[config.mk]
export PLATFORM = sky130hd
export DESIGN_NAME = conv_window_address_generator_core
export DESIGN_NICKNAME = d
export VERILOG_FILES = /design/src/rtl/cwag_pkg.sv /design/src/rtl/conv_window_address_generator_core.sv /design/src/rtl/cwag_range_check.sv
export VERILOG_INCLUDE_DIRS = /design/src /design/src/rtl
export SDC_FILE = /design/constraint.sdc
export NUM_CORES = 1
export LEC_CHECK = 0
export BUFFER_PORTS_ARGS = -buffer_cell sky130_fd_sc_hd__buf_4
export CAP_MARGIN = 10
export CELL_PAD_IN_SITES_DETAIL_PLACEMENT = 0
export CELL_PAD_IN_SITES_GLOBAL_PLACEMENT = 1
export CORE_MARGIN = 2
export CORE_UTILIZATION = 51
export CTS_CLUSTER_DIAMETER = 50
export CTS_CLUSTER_SIZE = 30
export DETAILED_ROUTE_END_ITERATION = 6
export PLACE_DENSITY_LB_ADDON = 0.1
export SLEW_MARGIN = 20
export SYNTH_ARGS = -nofsm -noshare
export SYNTH_HDL_FRONTEND = slang
export SYNTH_SLANG_ARGS = --single-unit
[constraint.sdc]
create_clock -name clock -period 10.5 [get_ports clock]
set_input_delay 1.575 -clock clock [delete_from_list [all_inputs] [get_ports clock]]
set_output_delay 1.575 -clock clock [all_outputs]
set_load 0.02 [all_outputs]
[src/rtl/conv_window_address_generator_core_macros.svh]
// ----------------------------------------------------------------------------
// conv_window_address_generator_core_macros
// Assertion helpers used by the window address generator core.
// ----------------------------------------------------------------------------
`ifndef CONV_WINDOW_ADDRESS_GENERATOR_CORE_MACROS_SVH
`define CONV_WINDOW_ADDRESS_GENERATOR_CORE_MACROS_SVH

// same-cycle implication, disabled in reset
`define CWAG_ASSERT_SAME(name, clk, rst, ante, cons, msg) \
   name: assert property (@(posedge clk) disable iff (rst) (ante) |-> (cons)) \
      else $error(msg);

// next-cycle implication, disabled in reset
`define CWAG_ASSERT_NEXT(name, clk, rst, ante, cons, msg) \
   name: assert property (@(posedge clk) disable iff (rst) (ante) |=> (cons)) \
      else $error(msg);

`endif

[src/rtl/cwag_pkg.sv]
// ----------------------------------------------------------------------------
// cwag_pkg
// Types and codes for the convolution window address generator.
// ----------------------------------------------------------------------------
package cwag_pkg;

   // sequencer states, one-hot
   typedef enum logic [3:0] {
      ST_IDLE  = 4'b0001,
      ST_MUL_Y = 4'b0010,
      ST_MUL_X = 4'b0100,
      ST_WALK  = 4'b1000
   } state_type;

   // configuration register indexes
   localparam int CSR_INDEX_WIDTH = 3;
   localparam int CSR_DATA_WIDTH  = 13;
   typedef enum logic [CSR_INDEX_WIDTH-1:0] {
      CSR_IN_HEIGHT     = 3'd0,
      CSR_IN_WIDTH      = 3'd1,
      CSR_KERNEL_HEIGHT = 3'd2,
      CSR_KERNEL_WIDTH  = 3'd3,
      CSR_STRIDE_Y      = 3'd4,
      CSR_STRIDE_X      = 3'd5,
      CSR_PAD_TOP       = 3'd6,
      CSR_PAD_LEFT      = 3'd7
   } csr_index_type;

   localparam int BATCH_WIDTH   = 8;
   localparam int CHANNEL_WIDTH = 12;
   localparam int EXTENT_WIDTH  = 13;
   localparam int KSIZE_WIDTH   = 4;
   localparam int STRIDE_WIDTH  = 7;
   localparam int PAD_WIDTH     = 8;

   // range check status for one axis
   typedef struct packed {
      logic ok_now;   // current coordinate inside the image
      logic ok_next;  // coordinate one dilation step on is inside
   } range_flags_type;

endpackage

[src/rtl/conv_window_address_generator_core.sv]
// ----------------------------------------------------------------------------
// conv_window_address_generator_core
// 2-D convolution sliding-window address generator.
// ----------------------------------------------------------------------------
// Each request item names one output element (batch, channel, out_y, out_x).
// The core walks the kernel window row-major (kernel row outer, column inner)
// and sends one response item per tap that lands inside the input image,
// tagged with the request. The final tap carries last_of_window. A window
// with no tap inside gives a single item with window_empty and
// last_of_window set and zero coordinates.
//
// Timing: after the accepting edge the MUL_Y and MUL_X states run the window
// origin (out * stride - pad) for rows, then columns, through a single
// multiplier; after that the walk visits one kernel position per cycle and
// ends early once the last inside tap is sent. Kernel sizes are clamped to
// MAX_KERNEL. req_ready comes back in the cycle after the walk, so a new
// request is not taken before the last one is through. When one kernel
// size is zero the other one is still stepped through before the empty item
// goes out. Each response stall holds the walk for that cycle. req_ready is
// high only between requests; a response left waiting in the output register
// does not block the next request.
//
// Configuration is written through csr_write_enable/csr_index/csr_write_data;
// the user must write it only while the core is idle, which the core itself
// does not enforce. Image sizes above 2^COORD_WIDTH are clamped.
// ----------------------------------------------------------------------------
`include "conv_window_address_generator_core_macros.svh"

module conv_window_address_generator_core #(
   parameter int MAX_KERNEL  = 8,
   parameter int COORD_WIDTH = 12,
   parameter int DILATION_Y  = 1,
   parameter int DILATION_X  = 1
) (
   input  logic                                    clock,
   input  logic                                    reset,
   // configuration
   input  logic                                    csr_write_enable,
   input  logic [cwag_pkg::CSR_INDEX_WIDTH-1:0]    csr_index,
   input  logic [cwag_pkg::CSR_DATA_WIDTH-1:0]     csr_write_data,
   // request channel
   input  logic                                    req_valid,
   output logic                                    req_ready,
   input  logic [cwag_pkg::BATCH_WIDTH-1:0]        req_batch,
   input  logic [cwag_pkg::CHANNEL_WIDTH-1:0]      req_channel,
   input  logic [COORD_WIDTH-1:0]                  req_out_y,
   input  logic [COORD_WIDTH-1:0]                  req_out_x,
   // response channel
   output logic                                    rsp_valid,
   input  logic                                    rsp_ready,
   output logic [cwag_pkg::BATCH_WIDTH-1:0]        rsp_tag_batch,
   output logic [cwag_pkg::CHANNEL_WIDTH-1:0]      rsp_tag_channel,
   output logic [COORD_WIDTH-1:0]                  rsp_window_out_y,
   output logic [COORD_WIDTH-1:0]                  rsp_window_out_x,
   output logic [COORD_WIDTH-1:0]                  rsp_in_y,
   output logic [COORD_WIDTH-1:0]                  rsp_in_x,
   output logic                                    rsp_last_of_window,
   output logic                                    rsp_window_empty
);
   import cwag_pkg::*;

   // signed working width: product of coordinate and stride, plus sign and
   // headroom for the dilation offsets
   localparam int SW  = COORD_WIDTH + STRIDE_WIDTH + 2;
   localparam int PW  = COORD_WIDTH + STRIDE_WIDTH;
   localparam int KCW = (MAX_KERNEL > 1) ? $clog2(MAX_KERNEL) : 1;

   localparam logic [SW-1:0]          EXT_LIMIT = SW'(1) << COORD_WIDTH;
   localparam logic [KSIZE_WIDTH-1:0] KMAX      = KSIZE_WIDTH'(MAX_KERNEL);

   // ---------------------------------------------------------------------
   // configuration registers
   // ---------------------------------------------------------------------
   logic [EXTENT_WIDTH-1:0] in_height_ff, in_width_ff;
   logic [KSIZE_WIDTH-1:0]  kernel_height_ff, kernel_width_ff;
   logic [STRIDE_WIDTH-1:0] stride_y_ff, stride_x_ff;
   logic [PAD_WIDTH-1:0]    pad_top_ff, pad_left_ff;

   always_ff @(posedge clock) begin
      if (reset) begin
         in_height_ff     <= EXTENT_WIDTH'(32);
         in_width_ff      <= EXTENT_WIDTH'(32);
         kernel_height_ff <= KSIZE_WIDTH'(3);
         kernel_width_ff  <= KSIZE_WIDTH'(3);
         stride_y_ff      <= STRIDE_WIDTH'(1);
         stride_x_ff      <= STRIDE_WIDTH'(1);
         pad_top_ff       <= '0;
         pad_left_ff      <= '0;
      end else if (csr_write_enable) begin
         unique case (csr_index_type'(csr_index))
            CSR_IN_HEIGHT:     in_height_ff     <= csr_write_data;
            CSR_IN_WIDTH:      in_width_ff      <= csr_write_data;
            CSR_KERNEL_HEIGHT: kernel_height_ff <= csr_write_data[KSIZE_WIDTH-1:0];
            CSR_KERNEL_WIDTH:  kernel_width_ff  <= csr_write_data[KSIZE_WIDTH-1:0];
            CSR_STRIDE_Y:      stride_y_ff      <= csr_write_data[STRIDE_WIDTH-1:0];
            CSR_STRIDE_X:      stride_x_ff      <= csr_write_data[STRIDE_WIDTH-1:0];
            CSR_PAD_TOP:       pad_top_ff       <= csr_write_data[PAD_WIDTH-1:0];
            CSR_PAD_LEFT:      pad_left_ff      <= csr_write_data[PAD_WIDTH-1:0];
            default: ;
         endcase
      end
   end

   // clamped kernel sizes and image extents
   logic [KSIZE_WIDTH-1:0] kh_eff, kw_eff;
   logic [SW-1:0]          ext_y, ext_x;

   assign kh_eff = (kernel_height_ff > KMAX) ? KMAX : kernel_height_ff;
   assign kw_eff = (kernel_width_ff > KMAX) ? KMAX : kernel_width_ff;
   assign ext_y  = (SW'(in_height_ff) > EXT_LIMIT) ? EXT_LIMIT : SW'(in_height_ff);
   assign ext_x  = (SW'(in_width_ff) > EXT_LIMIT) ? EXT_LIMIT : SW'(in_width_ff);

   // ---------------------------------------------------------------------
   // sequencer state and walk registers
   // ---------------------------------------------------------------------
   state_type state_ff, state_in;

   logic [BATCH_WIDTH-1:0]   held_batch_ff;
   logic [CHANNEL_WIDTH-1:0] held_channel_ff;
   logic [COORD_WIDTH-1:0]   held_out_y_ff, held_out_x_ff;

   logic [KCW-1:0]       ky_ff, ky_in, kx_ff, kx_in;
   logic signed [SW-1:0] y_ff, y_in, x_ff, x_in, xs_ff, xs_in;
   logic                 emitted_ff, emitted_in;

   logic req_accept;
   assign req_ready  = (state_ff == ST_IDLE);
   assign req_accept = req_valid && req_ready;

   // shared origin multiplier: rows in MUL_Y, columns in MUL_X
   logic [COORD_WIDTH-1:0]  mul_coord;
   logic [STRIDE_WIDTH-1:0] mul_stride;
   logic [PAD_WIDTH-1:0]    mul_pad;
   logic [PW-1:0]           mul_prod;
   logic signed [SW-1:0]    origin;

   always_comb begin
      if (state_ff == ST_MUL_X) begin
         mul_coord  = held_out_x_ff;
         mul_stride = stride_x_ff;
         mul_pad    = pad_left_ff;
      end else begin
         mul_coord  = held_out_y_ff;
         mul_stride = stride_y_ff;
         mul_pad    = pad_top_ff;
      end
   end

   assign mul_prod = PW'(mul_coord) * PW'(mul_stride);
   assign origin   = $signed(SW'(mul_prod)) - $signed(SW'(mul_pad));

   // bounds tests on the current tap
   range_flags_type y_flags, x_flags;

   cwag_range_check #(.SW(SW), .STEP(DILATION_Y)) u_check_y (
      .coord  (y_ff),
      .extent (ext_y),
      .flags  (y_flags)
   );

   cwag_range_check #(.SW(SW), .STEP(DILATION_X)) u_check_x (
      .coord  (x_ff),
      .extent (ext_x),
      .flags  (x_flags)
   );

   // kernel position tests, one bit wider than the size registers
   logic row_more, col_more, in_kernel, final_pos;
   logic tap_ok, tap_last;

   assign row_more  = ((5'(ky_ff) + 5'd1) < 5'(kh_eff));
   assign col_more  = ((5'(kx_ff) + 5'd1) < 5'(kw_eff));
   assign in_kernel = (5'(ky_ff) < 5'(kh_eff)) && (5'(kx_ff) < 5'(kw_eff));
   assign final_pos = !row_more && !col_more;

   // inside taps form a rectangle, so the tap is last when neither the next
   // column nor the next row is inside
   assign tap_ok   = in_kernel && y_flags.ok_now && x_flags.ok_now;
   assign tap_last = tap_ok && !(col_more && x_flags.ok_next)
                            && !(row_more && y_flags.ok_next);

   // output register
   logic                     rsp_valid_ff, rsp_valid_in;
   logic [BATCH_WIDTH-1:0]   rsp_batch_ff;
   logic [CHANNEL_WIDTH-1:0] rsp_channel_ff;
   logic [COORD_WIDTH-1:0]   rsp_out_y_ff, rsp_out_x_ff, rsp_in_y_ff, rsp_in_x_ff;
   logic                     rsp_last_ff, rsp_empty_ff;

   logic slot_free, rsp_load, load_empty, load_last;

   assign slot_free  = !rsp_valid_ff || rsp_ready;
   assign load_empty = !tap_ok && final_pos && !emitted_ff;
   assign rsp_load   = (state_ff == ST_WALK) && slot_free && (tap_ok || load_empty);
   assign load_last  = tap_ok ? tap_last : 1'b1;

   always_comb begin
      state_in   = state_ff;
      ky_in      = ky_ff;
      kx_in      = kx_ff;
      y_in       = y_ff;
      x_in       = x_ff;
      xs_in      = xs_ff;
      emitted_in = emitted_ff;
      unique case (state_ff)
         ST_IDLE: begin
            if (req_accept) begin
               state_in   = ST_MUL_Y;
               ky_in      = '0;
               kx_in      = '0;
               emitted_in = 1'b0;
            end
         end
         ST_MUL_Y: begin
            y_in     = origin;
            state_in = ST_MUL_X;
         end
         ST_MUL_X: begin
            x_in     = origin;
            xs_in    = origin;
            state_in = ST_WALK;
         end
         ST_WALK: begin
            if (slot_free) begin
               if (tap_ok) emitted_in = 1'b1;
               if (final_pos || tap_last) begin
                  state_in = ST_IDLE;
               end else if (col_more) begin
                  kx_in = kx_ff + KCW'(1);
                  x_in  = x_ff + $signed(SW'(DILATION_X));
               end else begin
                  kx_in = '0;
                  x_in  = xs_ff;
                  ky_in = ky_ff + KCW'(1);
                  y_in  = y_ff + $signed(SW'(DILATION_Y));
               end
            end
         end
         default: state_in = ST_IDLE;
      endcase
   end

   assign rsp_valid_in = rsp_load ? 1'b1 : (rsp_ready ? 1'b0 : rsp_valid_ff);

   always_ff @(posedge clock) begin
      if (reset) begin
         state_ff     <= ST_IDLE;
         rsp_valid_ff <= 1'b0;
         emitted_ff   <= 1'b0;
         ky_ff        <= '0;
         kx_ff        <= '0;
      end else begin
         state_ff     <= state_in;
         rsp_valid_ff <= rsp_valid_in;
         emitted_ff   <= emitted_in;
         ky_ff        <= ky_in;
         kx_ff        <= kx_in;
      end
   end

   always_ff @(posedge clock) begin
      y_ff  <= y_in;
      x_ff  <= x_in;
      xs_ff <= xs_in;
      if (req_accept) begin
         held_batch_ff   <= req_batch;
         held_channel_ff <= req_channel;
         held_out_y_ff   <= req_out_y;
         held_out_x_ff   <= req_out_x;
      end
      if (rsp_load) begin
         rsp_batch_ff   <= held_batch_ff;
         rsp_channel_ff <= held_channel_ff;
         rsp_out_y_ff   <= held_out_y_ff;
         rsp_out_x_ff   <= held_out_x_ff;
         rsp_in_y_ff    <= tap_ok ? y_ff[COORD_WIDTH-1:0] : '0;
         rsp_in_x_ff    <= tap_ok ? x_ff[COORD_WIDTH-1:0] : '0;
         rsp_last_ff    <= load_last;
         rsp_empty_ff   <= !tap_ok;
      end
   end

   assign rsp_valid          = rsp_valid_ff;
   assign rsp_tag_batch      = rsp_batch_ff;
   assign rsp_tag_channel    = rsp_channel_ff;
   assign rsp_window_out_y   = rsp_out_y_ff;
   assign rsp_window_out_x   = rsp_out_x_ff;
   assign rsp_in_y           = rsp_in_y_ff;
   assign rsp_in_x           = rsp_in_x_ff;
   assign rsp_last_of_window = rsp_last_ff;
   assign rsp_window_empty   = rsp_empty_ff;

   // ---------------------------------------------------------------------
   // assertions
   // ---------------------------------------------------------------------
   `CWAG_ASSERT_SAME(a_empty_is_last, clock, reset, rsp_valid_ff && rsp_empty_ff, rsp_last_ff && rsp_in_y_ff == '0 && rsp_in_x_ff == '0, "empty item not last or has coordinates")
   `CWAG_ASSERT_NEXT(a_last_ends_walk, clock, reset, rsp_load && load_last, state_ff == ST_IDLE, "walk continues after last item")
   `CWAG_ASSERT_SAME(a_no_overwrite, clock, reset, rsp_load, slot_free, "response overwritten while stalled")
   `CWAG_ASSERT_NEXT(a_accept_starts_mul, clock, reset, req_accept, state_ff == ST_MUL_Y && !emitted_ff, "request did not start origin step")

endmodule

[src/rtl/cwag_range_check.sv]
// ----------------------------------------------------------------------------
// cwag_range_check
// Bounds test of one axis coordinate and of its next dilation step.
// ----------------------------------------------------------------------------
module cwag_range_check #(
   parameter int SW   = 21,
   parameter int STEP = 1
) (
   input  logic signed [SW-1:0]     coord,
   input  logic        [SW-1:0]     extent,
   output cwag_pkg::range_flags_type flags
);
   import cwag_pkg::*;

   logic signed [SW-1:0] coord_next;

   assign coord_next = coord + $signed(SW'(STEP));

   // extent is nonnegative and far below the signed limit
   assign flags.ok_now  = !coord[SW-1] && (coord < $signed(extent));
   assign flags.ok_next = !coord_next[SW-1] && (coord_next < $signed(extent));

endmodule
==> results.toml <==
[power_and_ir_drop]
powerDensity_nw_per_um2 = 171
p_int_mw = 2.08
seq_power_share = 0.408
switching_power_mw = 0.884
p_clk_frac = 0.383
p_leak_nw = 6.93
power_frac_comb = 0.209
peakVddDrop_uv = 150
sw_frac_of_total = 0.298

[logic_synthesis]
ys_top_cells_by_area = "edfxtp_1 (36%), dfxtp_1 (10%), ha_1 (9.5%)"
yosysWarnings = 0
netlist_area_um2 = 14800
synthCells = 1421
synth_top_area_share = 0.357
syn_nets = 1655
ys_seq_elements = 252
yosysSeqAreaShare = 0.460
yosys.area.top_type = "edfxtp_1"
syn_area_per_cell_um2 = 10.4
async_flop_share = 0
synthDistinctLibCells = 70
synthFlopType = "edfxtp_1"
synth_edf_count = 176

[timing]
rsz0062_at_grt = "false"
relSlewSlack = 0.331
clock_skew_ps = 16.4
fin_tns_setup_ps = 0
setup-violations-final = 0
fmax_mhz = 148
final_hold_viol_count = 0
final.min_clock_period_ps = 6780
tightest_slew_ps = 999
report.final.slew_viol_count = 0
fin_crit_sh = 0.645

[final_layout]
final_core_util = 0.607
design_area_um2 = 17400
n_antenna_cell = 0
final_cell_mix = "nand2_1 (237), edfxtp_1 (176), buf_4 (145), inv_1 (119), nor2_1 (114)"
area.sequential_um2 = 6810
layout-drive-gt1-share = 0.153
multi_input_area_um2 = 7420
area_growth_pct = 17.3
final_common_cell = "nand2_1"
stdcell_count = 1964
nFillCells = 2439
nets = 1790

[min_path]
hp-class = "register to register"

[worst_setup_path]
cp_slowest_cell = "mux2i_1"
setup.worst_path.start_class = "register"
cp_max_fo = 37
path_common_cell = "fa_1"
path_buf_inv = 4
crit_chain = "nor4b_2, buf_4, mux2i_1, nand2b_1, fa_1, fa_1, inv_1, fa_1, inv_1, fa_1, inv_1, ha_1, o21ai_0, nand2b_1, a31oi_1, o21ai_0, a21oi_1, a21oi_1, nor3_1, o22ai_1"
cp-end-kind = "register"
cp.required_ps = 10810
crit_type = "register to register"
cpPeakStageDelay_ps = 650
worstPathArrival_ps = 7080
cp_top_family = "adder cells"

[route]
first_iter_violations = 648
num_vias = 10500
drt-total-wl_mm = 34.2
ant_nets = 0
dr.pass1.iters = 5
wire_per_inst_um = 17.4
viasPerCell = 5.33
drc_errors = 0

[floorplan]
die_w_um = 174
coreArea_um2 = 28600
initial_core_util = 0.517
io_pins = 137
dieArea_um2 = 30400
rows = 62
die_y_um = 174

[clock_network]
cts.sinks = 252
cts-resized-gates = 0
cts-buffers-inserted = 30
hold_buffers = 0
cts_buffer_depth = 3
cts.htree.levels = 1
clk_pin_slew_ps = 70
clk_latency_ps = 570
post_cts_buffers = 0
clockRootBuffer = "clkbuf_16"
cts_tree = "built"

[grt]
grt_max_degree = 71
grt_pass1_wl_mm = 54.4
first_global_vias = 10200
antenna_found_initial = 0
overflow = 0
track_usage = 0.225

[place]
place.gp.congestion = 0.868
dp.cells = 1908
dp_hpwl_mm = 25.8
placed_area_um2 = 16200
io_buffer_count = 136

[status]
status = "completed"

[flow_run]
drv_cap = 0
-- final cells by class --
cell class	count	area share
Inverter	120	0.0259
Sequential cell	252	0.392
Clock inverter	19	0.0180
Tap cell	384	0.0277
Timing Repair Buffer	145	0.0627
Clock buffer	37	0.0465
Multi-Input combinational cell	1007	0.427
-- flip-flops by register name, indices dropped and copies added (netlist names), 13 cells and up --
name,cells
in_width_ff,13
y_ff,21
x_ff,21
xs_ff,20
in_height_ff,13
-- path summary, 6_finish.rpt --
kind / cells after the start / end / slack (ps) / startpoint
min: 0 / rsp_tag_channel[8] / 420 / held_channel_ff[8]
max: 20 / x_ff[19] / 3720 / state_ff[0]
min reg2reg: 0 / rsp_tag_channel[8] / 420 / held_channel_ff[8]
max reg2reg: 20 / x_ff[19] / 3720 / state_ff[0]
-- routing by layer --
layer	wire [um]	up-vias	global-route usage	share of wire
met2	15600	244	0.361	0.46
met4	1280	0	0.0812	0.037
met3	1530	65	0.0278	0.045
met5	0	-	0	0
met1	15700	4959	0.316	0.46
li1	-	5203	-	-
-- power by group through the flow --
stage                     registers, mW  logic, mW  clock network, mW
after floorplan                    1.22      0.450                  0
after global placement             1.23      0.600                  0
after detailed placement           1.23      0.617                  0
after CTS                          1.21      0.621               1.16
after global routing               1.22      0.707               1.19
final                              1.21      0.620               1.14
-- cells in the mapped netlist, drive strengths merged, types with 3 or more instances --
cell type / n
nand2: 238
edfxtp: 176
inv: 120
nor2: 115
ha: 112
a21oi: 87
dfxtp: 76
fa: 57
mux2i: 54
o21ai: 54
clkbuf: 35
xnor2: 31
nand3: 30
xor2: 26
and2: 25
nand4: 20
mux2: 17
nand2b: 16
nor3: 16
and3: 10
nor2b: 9
nor4: 9
buf: 7
a31oi: 6
nor4b: 6
o211ai: 6
o21bai: 6
a21o: 5
o21a: 5
a211oi: 4
nor3b: 4
a31o: 3
and4: 3
o22ai: 3
or2: 3
or4b: 3
-- stage by stage --
| stage | setup WS [ps] | hold slack (ps) | total power, mW |
|---|---|---|---|
| 3_3_place_gp | 3970 | 401 | 1.83 |
| 2_1_floorplan | 4150 | 400 | 1.67 |
| 4_1_cts | 3690 | 418 | 2.99 |
| 3_5_place_dp | 3720 | 405 | 1.85 |
| 6_report | 3720 | 417 | 2.97 |
| 5_1_grt | 3320 | 425 | 3.12 |
-- cell families after synthesis --
| group | Yosys count | share of synthesized area |
|---|---|---|
| buffers and inverters | 162 | 0.0415 |
| AND/OR/NAND/NOR | 515 | 0.166 |
| flip-flops | 252 | 0.460 |
| adder cells (fa/ha/maj) | 169 | 0.172 |
| AO/OA/AOI/OAI | 195 | 0.0776 |
| multiplexers | 71 | 0.0494 |
| XOR/XNOR | 57 | 0.0337 |
Note: power is estimated with default switching activity, not from simulation.
